### src/hdl/bppa_pkg.sv
// Package: shared types, codes and helpers for the page pool allocator.
`timescale 1ns / 1ps
package bppa_pkg;

	localparam int WORD_BITS  = 32;
	localparam int WIDX_BITS  = 5;
	localparam int FRAME_BITS = 10;
	localparam int ADDR_BITS  = 32;
	localparam logic [WORD_BITS-1:0] FULL_WORD = 32'hFFFF_FFFF;
	localparam logic [WIDX_BITS-1:0] LAST_WORD = 5'h1F;

	typedef enum logic [1:0] {
		ST_OK       = 2'd0,
		ST_FULL     = 2'd1,
		ST_NO_POOL  = 2'd2,
		ST_NOT_HELD = 2'd3
	} status_t;

	typedef enum logic {
		KIND_ALLOC = 1'b0,
		KIND_FREE  = 1'b1
	} kind_t;

	typedef enum logic [2:0] {
		S_IDLE,
		S_ALLOC,
		S_SWEEP,
		S_ARD,
		S_ACHK,
		S_FRD,
		S_FCHK,
		S_DONE
	} state_t;

	typedef struct packed {
		logic load;
		logic setup;
		logic sweep;
		logic alloc_rd;
		logic alloc_chk;
		logic free_rd;
		logic free_chk;
		logic full;
		logic out_load;
	} cmd_t;

	typedef struct packed {
		logic kind;
		logic pool_end;
		logic need_setup;
		logic sweep_last;
		logic word_hit;
		logic word_last;
		logic free_hit;
		logic out_free;
	} stat_t;

	// index of the lowest clear bit
	function automatic logic [WIDX_BITS-1:0] first_zero(input logic [WORD_BITS-1:0] w);
		logic [WIDX_BITS-1:0] r;
		r = '0;
		for (int i = WORD_BITS - 1; i >= 0; i--) begin
			if (!w[i]) r = WIDX_BITS'(i);
		end
		return r;
	endfunction

endpackage

### src/hdl/bppa_ctrl.sv
// Controller: request sequencing state machine.
`timescale 1ns / 1ps
module bppa_ctrl (
	input  logic            clk,
	input  logic            arst_n,
	input  logic            in_valid,
	output logic            in_ready,
	input  bppa_pkg::stat_t st,
	output bppa_pkg::cmd_t  cmd
);
	import bppa_pkg::*;

	state_t state_q, state_d;

	always_ff @(posedge clk or negedge arst_n) begin
		if (!arst_n) state_q <= S_IDLE;
		else         state_q <= state_d;
	end

	always_comb begin
		state_d = state_q;
		case (state_q)
			S_IDLE:  if (in_valid) state_d = (st.kind == KIND_FREE) ? S_FRD : S_ALLOC;
			S_ALLOC: begin
				if (st.pool_end)        state_d = S_DONE;
				else if (st.need_setup) state_d = S_SWEEP;
				else                    state_d = S_ARD;
			end
			S_SWEEP: if (st.sweep_last) state_d = S_ARD;
			S_ARD:   state_d = S_ACHK;
			S_ACHK: begin
				if (st.word_hit)       state_d = S_DONE;
				else if (st.word_last) state_d = S_ALLOC;
				else                   state_d = S_ARD;
			end
			S_FRD:   state_d = st.free_hit ? S_FCHK : S_DONE;
			S_FCHK:  state_d = S_DONE;
			S_DONE:  if (st.out_free) state_d = S_IDLE;
			default: state_d = S_IDLE;
		endcase
	end

	always_comb begin
		cmd = '0;
		in_ready = 1'b0;
		case (state_q)
			S_IDLE: begin
				in_ready = 1'b1;
				cmd.load = in_valid;
			end
			S_ALLOC: begin
				cmd.full  = st.pool_end;
				cmd.setup = !st.pool_end && st.need_setup;
			end
			S_SWEEP: cmd.sweep     = 1'b1;
			S_ARD:   cmd.alloc_rd  = 1'b1;
			S_ACHK:  cmd.alloc_chk = 1'b1;
			S_FRD:   cmd.free_rd   = 1'b1;
			S_FCHK:  cmd.free_chk  = 1'b1;
			S_DONE:  cmd.out_load  = st.out_free;
			default: cmd = '0;
		endcase
	end

endmodule

### config.mk
export PLATFORM = sky130hd
export DESIGN_NAME = bppa_ctrl
export DESIGN_NICKNAME = d
export VERILOG_FILES = /design/src/hdl/bppa_pkg.sv /design/src/hdl/bppa_ctrl.sv
export SDC_FILE = /design/constraint.sdc
export NUM_CORES = 1
export LEC_CHECK = 0
export BUFFER_PORTS_ARGS = -buffer_cell sky130_fd_sc_hd__buf_2
export CORE_AREA = 2 2 39 41
export CTS_CLUSTER_DIAMETER = 150
export DETAILED_ROUTE_END_ITERATION = 8
export DIE_AREA = 0 0 41 43
export PLACE_DENSITY = 0.61
export SETUP_SLACK_MARGIN = 0.5
export SYNTH_ARGS = -nofsm -noshare
export SYNTH_HDL_FRONTEND = slang
export SYNTH_SLANG_ARGS = --single-unit
export TNS_END_PERCENT = 50
### constraint.sdc
create_clock -name clk -period 1.71 [get_ports clk]
set_input_delay 0.0855 -clock clk [delete_from_list [all_inputs] [get_ports clk]]
set_output_delay 0.0855 -clock clk [all_outputs]
set_load 0.01 [all_outputs]
# --- Yosys cells after proc, flatten, opt, wreduce, memory -nomap -nowiden ---
# Cells that the tools add are included.
totals:
  reg_bits: 3
  output_inout_bits: 10
  elab_cells: 35
op_classes:
  eq_ne: 10
  mux: 20
  reduce_logical: 4
ops:
  columns: ["op", "count"]
  rows:
  - ["case mux 3 bit (8 select lines)", 1]
  - ["2-to-1 mux 3 bit", 6]
  - ["== test 3 bit, second input constant", 4]
  - ["2-to-1 mux 1 bit", 12]
  - ["== test 3 x 2 -> 1 bit, second input constant", 2]
  - ["inequality test 2 bit, second input constant", 3]
  - ["== test 3 x 1 -> 1 bit, second input constant", 1]
  - ["logical NOT 3 bit", 1]
  - ["AND reduction 3 bit", 1]
  - ["2-to-1 mux 2 bit", 1]
  - ["logical AND 1 bit", 1]
  - ["logical NOT 1 bit", 1]

# --- Depth between registers and ports, before layout ---
logic_depth:
  ltp_word: 3
  mapped_depth: 4
  ltp_nobuf: 3

# --- Worst setup path before layout ---
# No wires, ideal clock.
synth_path:
  kind: "register to output"
  startpoint: "register state_q[2]"
  endpoint: "output cmd[7] (netlist bit)"
  t_arrival_ns: 1.073
  required_time_ns: 1.624
  path_slack_ns: 0.551
  path_stages_with_launch: 3
  path_buffers: 1
  path_cell_list: "dfrtp_1 -> buf_2 -> nor4b_1"
synth_rtl:
  columns: ["element", "line", "text"]
  rows:
  - ["from (decl)", "bppa_ctrl.sv:13", "state_t state_q, state_d;"]
  - ["from (signal assigned)", "bppa_ctrl.sv:17", "else state_q <= state_d;"]
  - ["to (decl)", "bppa_ctrl.sv:9", "output bppa_pkg::cmd_t cmd"]

==> results.json <==
{
  "outcome": "finished, final reports clean",
  "yosysTopAreaCellShare_pct": 23.3,
  "cts_tree": "done",
  "max_cap_viol_count": 0,
  "syn_area_per_cell_um2": 7.87,
  "start_kind": "flop",
  "grt_pass1_vias": 400,
  "synth.area.top_cells": "dfrtp_1 23%, nor3b_1 12%, buf_6 10%",
  "ys_ff_latch": 3,
  "grt_pass1_wl_um": 1660,
  "max_flop_register": "state_q",
  "h-tree-depth": 1,
  "synth_common_cells": "5 x nor3_1, 5 x nor3b_1, 4 x nand2_1",
  "fp.dieW_um": 41,
  "drv_slew": 0,
  "ir_worst_vdd_mv": 0.749,
  "finalCriticalPeriod_ns": 1.30,
  "hold_violations": 0,
  "synth_area_leader_cell": "dfrtp_1",
  "seq_area_frac_synth_pct": 23.3,
  "drt_iter0_markers": 2,
  "rows": 14,
  "wire_per_inst_um": 12.0,
  "holdWs_ns": 0.127,
  "viasPerCell": 4.85,
  "hpwl_um": 640,
  "cp_max_fo": 4,
  "ys_types": 20,
  "antenna_left": 0,
  "clkLatencyLatePin_ns": 0.23,
  "largest_reg_flops": 3,
  "dieArea_um2": 1760,
  "slowest_stage": "dfrtp_2",
  "setup_violations": 0,
  "clock-sinks": 3,
  "dieHeight_um": 43,
  "routabilityCongestion": 0.783,
  "stdcell_count": 88,
  "timing.setup.tns_ns": 0,
  "vias": 427,
  "core_area_um2": 1380,
  "fmax_mhz": 768,
  "async_reset_ff_share_pct": 100,
  "total_power_w": 0.00104,
  "cp.arrival_ns": 1.22,
  "final_nets": 84,
  "worst_slack_ns": 0.407,
  "yosysWarnings": 0,
  "dpl.cell_count": 73,
  "finClkSkew_ns": 0.00226,
  "critPathCaptureType": "primary output",
  "crit_chain": "buf_6 > nand2b_4 > nor3_2 > buf_2",
  "drc": 0,
  "slew_headroom_pct": 82.5,
  "synth-edff-count": 0,
  "antenna_found_initial": 0,
  "initial_core_util_pct": 23.3,
  "syn_area_um2": 323,
  "worstMarginPinSlew_ns": 0.262,
  "required_ns": 1.62,
  "powerDensity_nw_per_um2": 1840,
  "syn-num-nets": 52,
  "cts.path.max_buffers": 2,
  "area_delta_synth_final_pct": 75.2,
  "diodes": 0,
  "finalCritPeriodShare_pct": 76.2,
  "power.leakage_nw": 0.277,
  "reg_top3": "state_q (3)",
  "syn-instance-count": 41,
  "clk_pin_slew_ns": 0.04,
  "grt_max_degree": 17,
  "cts_buffers": 3,
  "io_buffers": 20,
  "place_ws_ns": 0.373,
  "rsz0062_at_grt": "true",
  "firstDrtPassIters": 2,
  "ys.flop_type": "dfrtp_1",
  "clk_root_buffer_cell": "clkbuf_4",
  "grt_overflow": 0,
  "grt.total_usage_pct": 13.8,
  "cp_slowest_stage_delay_ns": 0.44,
  "io_pins": 21,
  "min_path_type": "in -> reg",
  "routed_wirelength_um": 1050,
  "drive_above_1_share_pct": 59.7,
  "crit_type": "reg -> out"
}
[area by class of cell]
class,count,area [um2]
inverter,2,10.0
clock buffer,4,26.3
multi-input combinational,32,230
tap,16,20.0
timing repair buffer,31,200
sequential,3,78.8
fill,143,818
[worst max-delay path: cells and delay by family, from the launching register on]
kind / cells / cell delay [ns]
buffers and inverters: 2 / 0.28
flip-flops: 1 / 0.44
AND/OR/NAND/NOR: 2 / 0.26
[logic make-up after synthesis]
logic type / after synthesis / synth area share [%]
compound gates: 11 / 26.4
buf+inv: 6 / 14.3
flops: 3 / 23.3
simple gates: 21 / 36.0
[per-layer routing]
layer  track usage (%)  part of all wire (%)
met4              6.67                   1.4
met3              6.28                   8.8
met5                 0                     0
met1              19.0                    43
met2              17.5                    46
[cell usage in the layout, fill, tap and decap left out, types with 3 or more instances in the layout]
master,count
dfrtp_2,3
buf_6,4
nand2_1,4
nor3_1,4
nor3b_1,3
buf_4,6
nor2_1,3
clkbuf_4,3
buf_2,20
[what timing repair did]
action                                 CTS  global route
hold buffers                             1             0
setup endpoints to repair               13            13
pin swaps                                1             1
gates resized for setup                 10             4
endpoints found under the hold margin    3             0
buffers inserted                         6             4
[worst paths after layout]
| check | cells after the start | start | slack [ns] | end |
|---|---|---|---|---|
| max | 4 | state_q[1] | 0.41 | cmd[8] |
| min reg2reg | 2 | state_q[0] | 0.70 | state_q[2] |
| min in group asynchronous | 2 | arst_n | 0.18 | state_q[1] |
| min | 2 | st[0] | 0.13 | state_q[2] |
| max in group asynchronous | 2 | arst_n | 1.41 | state_q[0] |
| max reg2reg | 4 | state_q[1] | 0.42 | state_q[2] |
[stage by stage]
step | utilization, % | area, um2
after detailed placement | 29.2 | 404
final | 40.9 | 566
after global routing | 40.9 | 566
after floorplan | - | 323
after CTS | 37.4 | 518
after global placement | 29.2 | 404
[where the power goes]
part	switching (W)	leakage [nW]	total, W	internal (W)
clock	0.0000374	0.0150	0.000125	0.0000875
sequential	0.0000979	0.0314	0.000215	0.000117
combinational	0.000306	0.231	0.000700	0.000395
total	0.000441	0.277	0.00104	0.000600
No activity file was read; power rests on OpenSTA's default activity.
